[config.mk]
export PLATFORM = sky130hd
export DESIGN_NAME = text_motor_command_with_watchdog_core
export DESIGN_NICKNAME = d
export VERILOG_FILES = /design/src/rtl/core/tmc_pkg.sv /design/src/rtl/core/text_motor_command_with_watchdog_core.sv /design/src/rtl/core/tmc_in_reg.sv /design/src/rtl/core/tmc_parser.sv /design/src/rtl/core/tmc_command.sv
export VERILOG_INCLUDE_DIRS = /design/src /design/src/rtl/core
export SDC_FILE = /design/constraint.sdc
export NUM_CORES = 1
export LEC_CHECK = 0
export ABC_AREA = 1
export BUFFER_PORTS_ARGS = -buffer_cell sky130_fd_sc_hd__buf_4
export CAP_MARGIN = 20
export CORE_UTILIZATION = 35
export DETAILED_ROUTE_END_ITERATION = 7
export MAX_ROUTING_LAYER = met4
export PLACE_DENSITY = 0.61
export SLEW_MARGIN = 10
export SYNTH_ARGS = -nofsm -noshare
export SYNTH_HDL_FRONTEND = slang
export SYNTH_SLANG_ARGS = --single-unit
[constraint.sdc]
create_clock -name clk -period 4.12 [get_ports clk]
set_clock_uncertainty 0.15 [all_clocks]
set_input_delay 0.412 -clock clk [delete_from_list [all_inputs] [get_ports clk]]
set_output_delay 0.412 -clock clk [all_outputs]
set_load 0.05 [all_outputs]
[src/rtl/core/text_motor_command_with_watchdog_core_assert.svh]
// Assertion macros shared by the motor command core.
`ifndef TEXT_MOTOR_COMMAND_WITH_WATCHDOG_CORE_ASSERT_SVH
`define TEXT_MOTOR_COMMAND_WITH_WATCHDOG_CORE_ASSERT_SVH

`ifndef ASSERT_OFF
`define TMC_ASSERT(label, prop) \
  label: assert property (@(posedge clk) disable iff (!rst_n) prop) \
    else $error("motor command core assertion failed");
`define TMC_ASSERT_RST(label, prop) \
  label: assert property (@(posedge clk) prop) \
    else $error("motor command core reset assertion failed");
`else
`define TMC_ASSERT(label, prop)
`define TMC_ASSERT_RST(label, prop)
`endif

`endif

[src/rtl/core/tmc_pkg.sv]
package tmc_pkg;

  localparam int MAX_FRAME = 31;
  localparam int CNT_W = $clog2(MAX_FRAME + 1);

  localparam logic [7:0]  MAG_MAX = 8'd255;
  localparam logic [16:0] AGE_MAX = 17'h1FFFF;
  localparam logic [15:0] WATCHDOG_RESET = 16'd500;

  localparam logic [1:0] ACT_BYTE = 2'd0;
  localparam logic [1:0] ACT_TICK = 2'd1;
  localparam logic [1:0] ACT_DISC = 2'd2;

  localparam logic [1:0] DIR_STOP = 2'd0;
  localparam logic [1:0] DIR_FWD  = 2'd1;
  localparam logic [1:0] DIR_REV  = 2'd2;

  localparam logic [1:0] STAT_NONE   = 2'd0;
  localparam logic [1:0] STAT_ACCEPT = 2'd1;
  localparam logic [1:0] STAT_REJECT = 2'd2;

  typedef enum logic [2:0] {
    PH_FIRST_LEAD  = 3'd0,
    PH_FIRST_SIGN  = 3'd1,
    PH_FIRST_DIG   = 3'd2,
    PH_SECOND_LEAD = 3'd3,
    PH_SECOND_SIGN = 3'd4,
    PH_SECOND_DIG  = 3'd5,
    PH_DONE        = 3'd6
  } phase_t;

  typedef struct packed {
    logic [1:0] action;
    logic [7:0] frame_byte;
    logic       last_byte;
  } item_t;

  typedef struct packed {
    logic       frame_end;
    logic       frame_ok;
    logic       left_neg;
    logic [7:0] left_mag;
    logic       right_neg;
    logic [7:0] right_mag;
  } frame_t;

endpackage

[src/rtl/core/text_motor_command_with_watchdog_core.sv]
// Channel   Direction  Handshake            Payload
// in        input      in_valid / in_stall  in_action, in_frame_byte, in_last_byte
// out       output     out_valid/out_stall  out_right_dir/duty, out_left_dir/duty,
//                                           out_frame_status
// cfg       input      cfg_we               cfg_wdata (watchdog in milliseconds)
//
// One item per cycle while out_stall is low; each item is held in the input register first.
// The parse step and drive update sit between the input register and the result
// register, so throughput is bounded only by the result register being taken.
// Reset is synchronous on rst_n and needs no clearing pass.
// While out_stall holds a full result register, the input register still fills once,
// and in_stall rises only when both are occupied.
module text_motor_command_with_watchdog_core import tmc_pkg::*; (
  input  logic        clk,
  input  logic        rst_n,
  input  logic        in_valid,
  output logic        in_stall,
  input  logic [1:0]  in_action,
  input  logic [7:0]  in_frame_byte,
  input  logic        in_last_byte,
  output logic        out_valid,
  input  logic        out_stall,
  output logic [1:0]  out_right_dir,
  output logic [7:0]  out_right_duty,
  output logic [1:0]  out_left_dir,
  output logic [7:0]  out_left_duty,
  output logic [1:0]  out_frame_status,
  input  logic        cfg_we,
  input  logic [15:0] cfg_wdata
);

  item_t  in_item;
  item_t  hold_item;
  logic   hold_valid;
  logic   advance;
  frame_t frame;

  assign in_item = '{action: in_action, frame_byte: in_frame_byte, last_byte: in_last_byte};
  assign advance = hold_valid && (!out_valid || !out_stall);

  tmc_in_reg u_in_reg (
    .clk        (clk),
    .rst_n      (rst_n),
    .in_valid   (in_valid),
    .in_item    (in_item),
    .advance    (advance),
    .in_stall   (in_stall),
    .hold_valid (hold_valid),
    .hold_item  (hold_item)
  );

  tmc_parser u_parser (
    .clk   (clk),
    .rst_n (rst_n),
    .step  (advance),
    .item  (hold_item),
    .frame (frame)
  );

  tmc_command u_command (
    .clk              (clk),
    .rst_n            (rst_n),
    .step             (advance),
    .action           (hold_item.action),
    .frame            (frame),
    .out_stall        (out_stall),
    .cfg_we           (cfg_we),
    .cfg_wdata        (cfg_wdata),
    .out_valid        (out_valid),
    .out_right_dir    (out_right_dir),
    .out_right_duty   (out_right_duty),
    .out_left_dir     (out_left_dir),
    .out_left_duty    (out_left_duty),
    .out_frame_status (out_frame_status)
  );

`include "text_motor_command_with_watchdog_core_assert.svh"

  `TMC_ASSERT(a_stall_needs_held_item, in_stall |-> hold_valid)
  `TMC_ASSERT(a_right_dir_matches_duty, out_valid |-> ((out_right_dir == DIR_STOP) == (out_right_duty == 8'd0)))
  `TMC_ASSERT(a_left_dir_matches_duty, out_valid |-> ((out_left_dir == DIR_STOP) == (out_left_duty == 8'd0)))
  `TMC_ASSERT_RST(a_reset_empties_output, !rst_n |=> !out_valid && !in_stall)

endmodule

[src/rtl/core/tmc_in_reg.sv]
module tmc_in_reg import tmc_pkg::*; (
  input  logic  clk,
  input  logic  rst_n,
  input  logic  in_valid,
  input  item_t in_item,
  input  logic  advance,
  output logic  in_stall,
  output logic  hold_valid,
  output item_t hold_item
);

  logic  valid_r, valid_nxt;
  item_t item_r, item_nxt;
  logic  accept;

  assign in_stall = valid_r && !advance;
  assign accept = in_valid && !in_stall;

  always_comb begin
    item_nxt = item_r;
    if (accept) begin
      valid_nxt = 1'b1;
      item_nxt = in_item;
    end else if (advance) begin
      valid_nxt = 1'b0;
    end else begin
      valid_nxt = valid_r;
    end
  end

  always_ff @(posedge clk) begin
    if (!rst_n) begin
      valid_r <= 1'b0;
    end else begin
      valid_r <= valid_nxt;
    end
    item_r <= item_nxt;
  end

  assign hold_valid = valid_r;
  assign hold_item = item_r;

endmodule

[src/rtl/core/tmc_parser.sv]
module tmc_parser import tmc_pkg::*; (
  input  logic   clk,
  input  logic   rst_n,
  input  logic   step,
  input  item_t  item,
  output frame_t frame
);

  phase_t             phase_r, phase_nxt;
  logic [CNT_W-1:0]   count_r, count_nxt;
  logic               fneg_r, fneg_nxt;
  logic [7:0]         fmag_r, fmag_nxt;
  logic               bad_r, bad_nxt;
  logic               ended_r, ended_nxt;
  logic               sneg_r, sneg_nxt;
  logic [7:0]         smag_r, smag_nxt;

  function automatic logic is_space(input logic [7:0] c);
    return (c == 8'h20) || (c >= 8'h09 && c <= 8'h0D);
  endfunction

  function automatic logic is_digit(input logic [7:0] c);
    return (c >= 8'h30) && (c <= 8'h39);
  endfunction

  function automatic logic is_sign(input logic [7:0] c);
    return (c == 8'h2B) || (c == 8'h2D);
  endfunction

  function automatic logic [7:0] accumulate(input logic [7:0] mag, input logic [7:0] c);
    logic [11:0] v;
    v = {1'b0, mag, 3'b000} + {3'b000, mag, 1'b0} + {8'h00, c[3:0]};
    return (v > {4'h0, MAG_MAX}) ? MAG_MAX : v[7:0];
  endfunction

  localparam logic [7:0] COMMA = 8'h2C;
  localparam logic [7:0] MINUS = 8'h2D;

  always_comb begin
    logic [7:0] c;
    logic       at_start;
    logic       clear;
    c = item.frame_byte;
    at_start = (count_r == '0);
    clear = 1'b0;
    phase_nxt = phase_r;
    count_nxt = count_r;
    fneg_nxt = fneg_r;
    fmag_nxt = fmag_r;
    bad_nxt = bad_r;
    ended_nxt = ended_r;
    sneg_nxt = sneg_r;
    smag_nxt = smag_r;
    frame = '0;

    if (item.action == ACT_BYTE) begin
      if (count_r < CNT_W'(MAX_FRAME)) begin
        if (!ended_r && !bad_r) begin
          if (c == 8'h00) begin
            ended_nxt = 1'b1;
          end else begin
            unique case (phase_r)
              PH_FIRST_LEAD: begin
                if (is_space(c)) begin
                end else if (is_sign(c)) begin
                  fneg_nxt = (c == MINUS);
                  phase_nxt = PH_FIRST_SIGN;
                end else if (is_digit(c)) begin
                  fmag_nxt = accumulate(fmag_r, c);
                  phase_nxt = PH_FIRST_DIG;
                end else if (c == COMMA && at_start) begin
                  phase_nxt = PH_SECOND_LEAD;
                end else begin
                  bad_nxt = 1'b1;
                end
              end
              PH_FIRST_SIGN: begin
                if (is_digit(c)) begin
                  fmag_nxt = accumulate(fmag_r, c);
                  phase_nxt = PH_FIRST_DIG;
                end else begin
                  bad_nxt = 1'b1;
                end
              end
              PH_FIRST_DIG: begin
                if (is_digit(c)) begin
                  fmag_nxt = accumulate(fmag_r, c);
                end else if (c == COMMA) begin
                  phase_nxt = PH_SECOND_LEAD;
                end else begin
                  bad_nxt = 1'b1;
                end
              end
              PH_SECOND_LEAD: begin
                if (is_space(c)) begin
                end else if (is_sign(c)) begin
                  sneg_nxt = (c == MINUS);
                  phase_nxt = PH_SECOND_SIGN;
                end else if (is_digit(c)) begin
                  smag_nxt = accumulate(smag_r, c);
                  phase_nxt = PH_SECOND_DIG;
                end else begin
                  phase_nxt = PH_DONE;
                end
              end
              PH_SECOND_SIGN, PH_SECOND_DIG: begin
                if (is_digit(c)) begin
                  smag_nxt = accumulate(smag_r, c);
                  phase_nxt = PH_SECOND_DIG;
                end else begin
                  phase_nxt = PH_DONE;
                end
              end
              default: begin
              end
            endcase
          end
        end
        count_nxt = count_r + CNT_W'(1);
      end
      if (item.last_byte) begin
        frame.frame_end = 1'b1;
        frame.frame_ok = !bad_nxt && (phase_nxt >= PH_SECOND_LEAD);
        frame.left_neg = fneg_nxt;
        frame.left_mag = fmag_nxt;
        frame.right_neg = sneg_nxt;
        frame.right_mag = smag_nxt;
        clear = 1'b1;
      end
    end else if (item.action == ACT_DISC) begin
      clear = 1'b1;
    end

    if (clear) begin
      phase_nxt = PH_FIRST_LEAD;
      count_nxt = '0;
      fneg_nxt = 1'b0;
      fmag_nxt = '0;
      bad_nxt = 1'b0;
      ended_nxt = 1'b0;
      sneg_nxt = 1'b0;
      smag_nxt = '0;
    end
  end

  always_ff @(posedge clk) begin
    if (!rst_n) begin
      phase_r <= PH_FIRST_LEAD;
      count_r <= '0;
      fneg_r <= 1'b0;
      fmag_r <= '0;
      bad_r <= 1'b0;
      ended_r <= 1'b0;
      sneg_r <= 1'b0;
      smag_r <= '0;
    end else if (step) begin
      phase_r <= phase_nxt;
      count_r <= count_nxt;
      fneg_r <= fneg_nxt;
      fmag_r <= fmag_nxt;
      bad_r <= bad_nxt;
      ended_r <= ended_nxt;
      sneg_r <= sneg_nxt;
      smag_r <= smag_nxt;
    end
  end

endmodule

[src/rtl/core/tmc_command.sv]
module tmc_command import tmc_pkg::*; (
  input  logic        clk,
  input  logic        rst_n,
  input  logic        step,
  input  logic [1:0]  action,
  input  frame_t      frame,
  input  logic        out_stall,
  input  logic        cfg_we,
  input  logic [15:0] cfg_wdata,
  output logic        out_valid,
  output logic [1:0]  out_right_dir,
  output logic [7:0]  out_right_duty,
  output logic [1:0]  out_left_dir,
  output logic [7:0]  out_left_duty,
  output logic [1:0]  out_frame_status
);

  logic [15:0] wd_r;
  logic        lneg_r, lneg_nxt, rneg_r, rneg_nxt;
  logic [7:0]  lmag_r, lmag_nxt, rmag_r, rmag_nxt;
  logic [16:0] age_r, age_nxt;
  logic        cvalid_r, cvalid_nxt;
  logic        ovalid_r, ovalid_nxt;
  logic [1:0]  rdir_r, rdir_nxt, ldir_r, ldir_nxt, stat_r, stat_nxt;
  logic [7:0]  rduty_r, rduty_nxt, lduty_r, lduty_nxt;
  logic        stale;

  function automatic logic [1:0] dir_of(input logic neg, input logic [7:0] mag);
    if (mag == 8'd0) begin
      return DIR_STOP;
    end
    return neg ? DIR_REV : DIR_FWD;
  endfunction

  always_comb begin
    lneg_nxt = lneg_r;
    rneg_nxt = rneg_r;
    lmag_nxt = lmag_r;
    rmag_nxt = rmag_r;
    age_nxt = age_r;
    cvalid_nxt = cvalid_r;
    stat_nxt = STAT_NONE;
    if (action == ACT_BYTE) begin
      if (frame.frame_end) begin
        if (frame.frame_ok) begin
          lneg_nxt = frame.left_neg;
          lmag_nxt = frame.left_mag;
          rneg_nxt = frame.right_neg;
          rmag_nxt = frame.right_mag;
          age_nxt = '0;
          cvalid_nxt = 1'b1;
          stat_nxt = STAT_ACCEPT;
        end else begin
          stat_nxt = STAT_REJECT;
        end
      end
    end else if (action == ACT_TICK) begin
      if (age_r < AGE_MAX) begin
        age_nxt = age_r + 17'd1;
      end
    end else if (action == ACT_DISC) begin
      lneg_nxt = 1'b0;
      lmag_nxt = '0;
      rneg_nxt = 1'b0;
      rmag_nxt = '0;
      age_nxt = '0;
      cvalid_nxt = 1'b0;
    end

    stale = !cvalid_nxt || (age_nxt > {1'b0, wd_r});
    rduty_nxt = stale ? 8'd0 : rmag_nxt;
    lduty_nxt = stale ? 8'd0 : lmag_nxt;
    rdir_nxt = dir_of(rneg_nxt, rduty_nxt);
    ldir_nxt = dir_of(lneg_nxt, lduty_nxt);

    if (step) begin
      ovalid_nxt = 1'b1;
    end else begin
      ovalid_nxt = ovalid_r && out_stall;
    end
  end

  always_ff @(posedge clk) begin
    if (!rst_n) begin
      wd_r <= WATCHDOG_RESET;
      lneg_r <= 1'b0;
      lmag_r <= '0;
      rneg_r <= 1'b0;
      rmag_r <= '0;
      age_r <= '0;
      cvalid_r <= 1'b0;
      ovalid_r <= 1'b0;
    end else begin
      if (cfg_we) begin
        wd_r <= cfg_wdata;
      end
      if (step) begin
        lneg_r <= lneg_nxt;
        lmag_r <= lmag_nxt;
        rneg_r <= rneg_nxt;
        rmag_r <= rmag_nxt;
        age_r <= age_nxt;
        cvalid_r <= cvalid_nxt;
      end
      ovalid_r <= ovalid_nxt;
    end
    if (step) begin
      rdir_r <= rdir_nxt;
      rduty_r <= rduty_nxt;
      ldir_r <= ldir_nxt;
      lduty_r <= lduty_nxt;
      stat_r <= stat_nxt;
    end
  end

  assign out_valid = ovalid_r;
  assign out_right_dir = rdir_r;
  assign out_right_duty = rduty_r;
  assign out_left_dir = ldir_r;
  assign out_left_duty = lduty_r;
  assign out_frame_status = stat_r;

endmodule
==> summary.txt, run 1 <==
Share of async-settable or async-resettable flops after synthesis - 0
Seq cells post-synth - 115
Hold slack final - 0.0233 ns
Largest net degree at the start of global routing - 75
Hpwl dp - 13700 microns
Root buffer cell - clkbuf_16
Drt first pass iters - 5
Period minus WS final - 3.97 ns
Antenna-violating nets left - 0
Via density - 4.99
Initial antenna violation count - 0
FF/Latch Area - 2630 sq um
Crit-path max FO - 8
Register area share after synthesis - 0.349
Wirelength per Cell - 13.4 microns
Pre-CTS setup slack - 0.0201 ns
RSZ-0062 raised after global routing - yes
Ys flop type - dfxtp_1
Synthesized Nets - 1175
Final non-filler cell total - 1456
Mean Syn Cell Area - 6.93 sq um
Worst Setup End Kind - flop
Die area - 22200 sq um
WP data required - 4.24 ns
Utilization after layout - 0.444
Max-slew violations - 0
First-pass GRT wire length - 32000 microns
Final WL - 19500 microns
Endpoints failing setup - 0
Die height - 149 microns
Cell area power density - 342 nW/um^2
Port Buf Inserts - 55
Final worst-path cycle share - 0.963
GRT Total Usage - 0.186
Worst-Margin Slew - 0.824 ns
Fin area - 9370 sq um
Highest Clock Rate - 252 MHz
Clock Tree Buf Depth - 2
Fill cells - 2134
H-tree depth - 4
Gpl congestion - 0.927
Mapped cell area - 7550 sq um
Core box area - 21100 sq um
Ys Warns - 0
First-iteration detailed-routing DRC count - 577
Netlist cell types - 48
Max IR drop VDD - 244 uV
Placed cell area - 8390 sq um
Worst path max stage delay - 0.50 ns
DRC Markers - 0
Post-Route Setup TNS - 0 ns
GRT overflow - 0
Cell leakage power - 4.28 nW
Clk slew on worst S/H paths - 0.06 ns
Post-synth EDFFs - 33
Number of global-route vias before repair - 6710
Final Hold Fails - 0
Ant diodes - 0
R2r startpoint - u_in_reg.hold_item[3]
CTS Sinks - 115
Total CTS buffers - 17
Overall power - 3.20 mW
Clock Latency Late Sink - 0.41 ns
Crit path kind - reg2reg
# Max-Cap Violations - 0
Critical path's slowest cell - edfxtp_1
CP Launch Point - u_in_reg.hold_item[3]
Hold path startpoint - in_last_byte
Final worst slack - 0.154 ns
Status - finished, final reports clean
Layout Nets - 1253
Multi-input combinational cell area - 4420 sq um
Relative slew slack - 0.450
Cts hold-fix bufs - 0
Die span in x - 149 microns
Critical Path Start Type - flop
Row count - 53
Starting Density - 0.358
Total I/O pin count - 56
Area growth, synth to finish - 24.0%
Hold Crit Class - in2reg
CTS tree - built
CP arrival - 4.09 ns
Post-Synthesis Cells - 1090
Layout cells sized above 1 - 0.186
Placed Cells - 1412
Vias - 7261
-- cell type report --
cell class | instances | share of cell area
clock buffers | 22 | 0.0485
clock inverters | 10 | 0.0191
inverters | 151 | 0.0613
multi-input cells | 788 | 0.472
flip-flops and latches | 115 | 0.281
well taps | 275 | 0.0367
repair buffers | 95 | 0.0816
-- state kept, by name, indices dropped and copies added (netlist names), 8 cells and up --
register and count:
u_command.out_right_duty 8, u_command.wd_r 16, u_in_reg.hold_item 11, u_command.rmag_r 8, u_command.lmag_r 8, u_parser.fmag_r 8
u_parser.smag_r 8, u_command.age_r 17, u_command.out_left_duty 8
-- kinds of logic (layout without fill, tap and decap cells) --
logic type / Yosys count / count (layout) / synth area share
AND/OR/NAND/NOR: 519 / 520 / 0.303
AO/OA/AOI/OAI: 208 / 208 / 0.151
buffers and inverters: 188 / 278 / 0.0971
flip-flops: 115 / 115 / 0.349
adder cells (fa/ha/maj): 53 / 53 / 0.0918
XOR/XNOR: 6 / 6 / 0.00696
multiplexers: 1 / 1 / 0.00149
-- synth_stat cells (3+ instances only) --
master    instances  share of area
nand2_2           6         0.0050
clkbuf_1         28          0.014
edfxtp_1         33           0.13
nor2_1           91          0.045
inv_1           141          0.070
o21ai_1          13         0.0086
or2_2            17          0.014
nand3_2           3         0.0040
nand2_1         272           0.14
nor3_1           11         0.0073
nand3b_1          5         0.0050
xnor2_1           3         0.0035
dfxtp_1          82           0.22
xor2_1            3         0.0035
nand4_1          32          0.027
o211ai_1          8         0.0080
buf_2             6         0.0040
inv_2             7         0.0035
nor2_2            5         0.0041
a31oi_1          20          0.017
ha_1             49          0.081
a21oi_1          98          0.065
fa_1              4          0.011
a211oi_1          3         0.0030
o21ai_0          53          0.035
nand3_1          69          0.046
-- report_power, final --
| group | total [mW] | switching, mW | internal (mW) |
|---|---|---|---|
| clock network | 1.60 | 0.514 | 1.09 |
| registers | 1.24 | 0.0295 | 1.21 |
| logic | 0.370 | 0.240 | 0.130 |
-- path summary, 6_finish.rpt --
kind                                                   end  slack [ns]  cells past startpoint
worst min register to register            u_command.rneg_r        0.31                      2
worst max-delay path            u_command.out_right_dir[0]        0.15                     31
worst min-delay path                 u_in_reg.hold_item[0]        0.02                      1
worst max register to register  u_command.out_right_dir[0]        0.15                     31
-- layout by cell type (no fill, tap or decap), drive strengths merged --
cell	instances
a211oi	3
a21boi	1
a21o	2
a21oi	99
a221oi	1
a31o	1
a31oi	20
a32oi	1
buf	93
bufinv	5
clkbuf	24
clkinv	6
clkinvlp	1
dfxtp	82
edfxtp	33
fa	4
ha	49
inv	149
mux2	1
nand2	279
nand3	72
nand3b	5
nand4	32
nor2	100
nor3	11
nor3b	1
nor4	2
o211ai	8
o21ai	69
o21bai	1
o31a	1
o31ai	1
or2	18
xnor2	3
xor2	3
-- routing by layer --
layer	GRT usage	wire [microns]	share of wire	vias up
met1	0.231	9090	0.47	3308
li1	-	-	-	3786
met3	0.0315	799	0.041	14
met2	0.309	9460	0.48	153
met5	-	0	0	-
met4	0.0515	185	0.0095	0
-- worst max-delay path: cells and delay by family, from the launching register on --
family | cells | cell delay, ns
and+or+nand+nor | 22 | 2.07
AOI/OAI and AO/OA | 5 | 0.51
buffers and inverters | 3 | 0.39
adders and majority gates | 1 | 0.20
DFF | 1 | 0.50
-- repair_timing --
item	4_1_cts	5_1_grt
gates resized for setup	0	62
endpoints found under the setup margin	0	20
buffers inserted	0	9
(Power assumes the default switching activity.)
==> run 2: changes to the inputs <==
--- a/config.mk
+++ b/config.mk
@@ -8,4 +8,5 @@
 export LEC_CHECK = 0
 export ABC_AREA = 1
+export ABC_CLOCK_PERIOD_IN_PS = 3900
 export BUFFER_PORTS_ARGS = -buffer_cell sky130_fd_sc_hd__buf_4
 export CAP_MARGIN = 20
@@ -13,5 +14,5 @@
 export DETAILED_ROUTE_END_ITERATION = 7
 export MAX_ROUTING_LAYER = met4
-export PLACE_DENSITY = 0.61
+export PLACE_DENSITY = 0.59
 export SLEW_MARGIN = 10
 export SYNTH_ARGS = -nofsm -noshare
==> constraint.sdc (replaced) <==
create_clock -name clk -period 3.9 [get_ports clk]
set_clock_uncertainty 0.15 [all_clocks]
set_input_delay 0.78 -clock clk [delete_from_list [all_inputs] [get_ports clk]]
set_output_delay 0.78 -clock clk [all_outputs]
set_load 0.05 [all_outputs]
==> summary.txt, run 2 (synthesized netlist as in run 1, its figures left out) <==
H-tree depth - 4
Reg power frac - 0.379
Worst-Margin Slew - 0.923 ns
Total CTS buffers - 17
Clock Tree Buf Depth - 2
Die span in x - 149 microns
First-pass GRT wire length - 33300 microns
Period minus WS final - 4.00 ns
Placed Cells - 1465
DRC Markers - 0
Worst Hold Path Cells - 2
Layout Nets - 1306
Hold slack final - 0.310 ns
Reg2Reg Depth - 28
Final Hold Fails - 0
Wirelength per Cell - 13.2 microns
RR Endpoint - u_command.out_left_duty[4]
Most frequent CP cell - nand2_2
Final worst slack - -0.0992 ns
Worst path max stage delay - 0.49 ns
Vias - 7372
Die area - 22200 sq um
Initial antenna violation count - 0
Highest Clock Rate - 250 MHz
GRT overflow - 0
Status - complete, but fails checks
GRT Total Usage - 0.193
Antenna-violating nets left - 0
Relative slew slack - 0.384
Largest delay share family, worst path - simple AND/OR/NAND/NOR gates
Logic pwr share - 0.132
Drt first pass iters - 4
Violated checks - negative setup slack
Cell area power density - 348 nW/um^2
Clk slew on worst S/H paths - 0.06 ns
Ant diodes - 0
Overall power - 3.43 mW
Reg with most FFs - u_command.age_r
Switching share of total power - 0.256
Pre-CTS setup slack - -0.245 ns
Most frequent cells in the layout - nand2_1, buf_4, inv_1
Port Buf Inserts - 55
WP data required - 4.00 ns
Crit-path max FO - 16
Cell leakage power - 4.54 nW
Hpwl dp - 14100 microns
Hold Crit Class - reg2reg
Die height - 149 microns
Gpl congestion - 0.876
Commonest non-fill, non-tap cell in the layout - nand2_1
CTS tree - built
Crit path kind - reg2reg
Worst Setup End Kind - flop
Clock Latency Late Sink - 0.42 ns
Post-Route Setup TNS - -1.13 ns
Cts hold-fix bufs - 0
Core box area - 21100 sq um
R2r startpoint - u_in_reg.hold_item[2]
Critical Path Start Type - flop
Endpoints failing setup - 20
Number of global-route vias before repair - 7019
Internal reg-to-reg setup slack - -0.1 ns
Internal Power - 2.55 mW
Row count - 53
Max IR drop VDD - 267 uV
CTS Sinks - 115
Psw - 0.879 mW
Starting Density - 0.358
Largest net degree at the start of global routing - 75
Area growth, synth to finish - 30.6%
Max-slew violations - 0
Hold path startpoint - u_command.wd_r[9]
Final WL - 19900 microns
Root buffer cell - clkbuf_16
Via density - 4.89
Worst Path Buf+Inv - 5
Critical path's slowest cell - edfxtp_1
Total I/O pin count - 56
Layout cells sized above 1 - 0.238
RSZ-0062 raised after global routing - yes
Clock power frac - 0.490
Final non-filler cell total - 1509
CP arrival - 4.09 ns
Hold Path Sink - u_command.wd_r[9]
Final worst-path cycle share - 1.03
# Max-Cap Violations - 0
First-iteration detailed-routing DRC count - 438
Max reg flops - 17
run 2: cell types whose count changed in the layout (fill, tap and decap cells not counted), sizes merged:
cell,before,now
bufinv,5,4
clkinv,6,9
buf,93,148
inv,149,150
clkbuf,24,19
run 2: worst max-delay path by stage:
stage / start / to / depth (start not counted)
after floorplan: u_in_reg.hold_item[2] / u_command.out_right_duty[5] / 29
after global placement: u_in_reg.hold_item[5] / u_command.out_right_duty[6] / 26
after detailed placement: u_in_reg.hold_item[5] / u_command.out_left_duty[2] / 26
after CTS: u_in_reg.hold_item[2] / u_command.out_left_dir[0] / 29
after global routing: u_in_reg.hold_item[2] / u_command.out_left_dir[0] / 31
final: u_in_reg.hold_item[2] / u_command.out_left_duty[4] / 28
run 2: what timing repair did:
action                     in CTS  in global routing
pin swaps                      35                 26
setup buffers                   7                  4
setup endpoints to repair      20                 20
gates cloned                    2                  0
gates resized for setup        55                 27
run 2: power groups by stage:
stage	Combinational, mW	Sequential, mW	Clock (mW)
floorplan	0.214	1.35	0
global placement	0.399	1.32	0
detailed placement	0.401	1.32	0
CTS	0.439	1.30	1.71
global route	0.501	1.30	1.76
finish	0.451	1.30	1.68
run 2: through the flow:
| stage | utilization | area, sq um |
|---|---|---|
| after global placement | 0.417 | 8790 |
| after detailed placement | 0.417 | 8790 |
| after CTS | 0.462 | 9740 |
| after floorplan | - | 7580 |
| after global routing | 0.468 | 9860 |
| final | 0.468 | 9860 |
run 2: area by class of cell:
cell class,instances,area [sq um]
Clock buffer,19,453
Clock inverter,13,180
Fill cell,2112,11200
Sequential cell,115,2630
Timing Repair Buffer,148,1150
Inverter,151,579
Tap cell,275,344
Multi-Input combinational cell,788,4520
run 2: per-layer routing:
layer,up-vias,global-route usage,part of all wire
met1,3334,0.244,0.48
met3,21,0.0312,0.032
met2,134,0.311,0.47
met5,-,-,0
li1,3883,-,-
met4,0,0.0689,0.017
run 2: tightest hold or removal path: cells and delay by family (launching register included):
family | cells | cell delay (ns)
buf+inv | 1 | 0.06
compound gates | 1 | 0.06
flops | 1 | 0.29
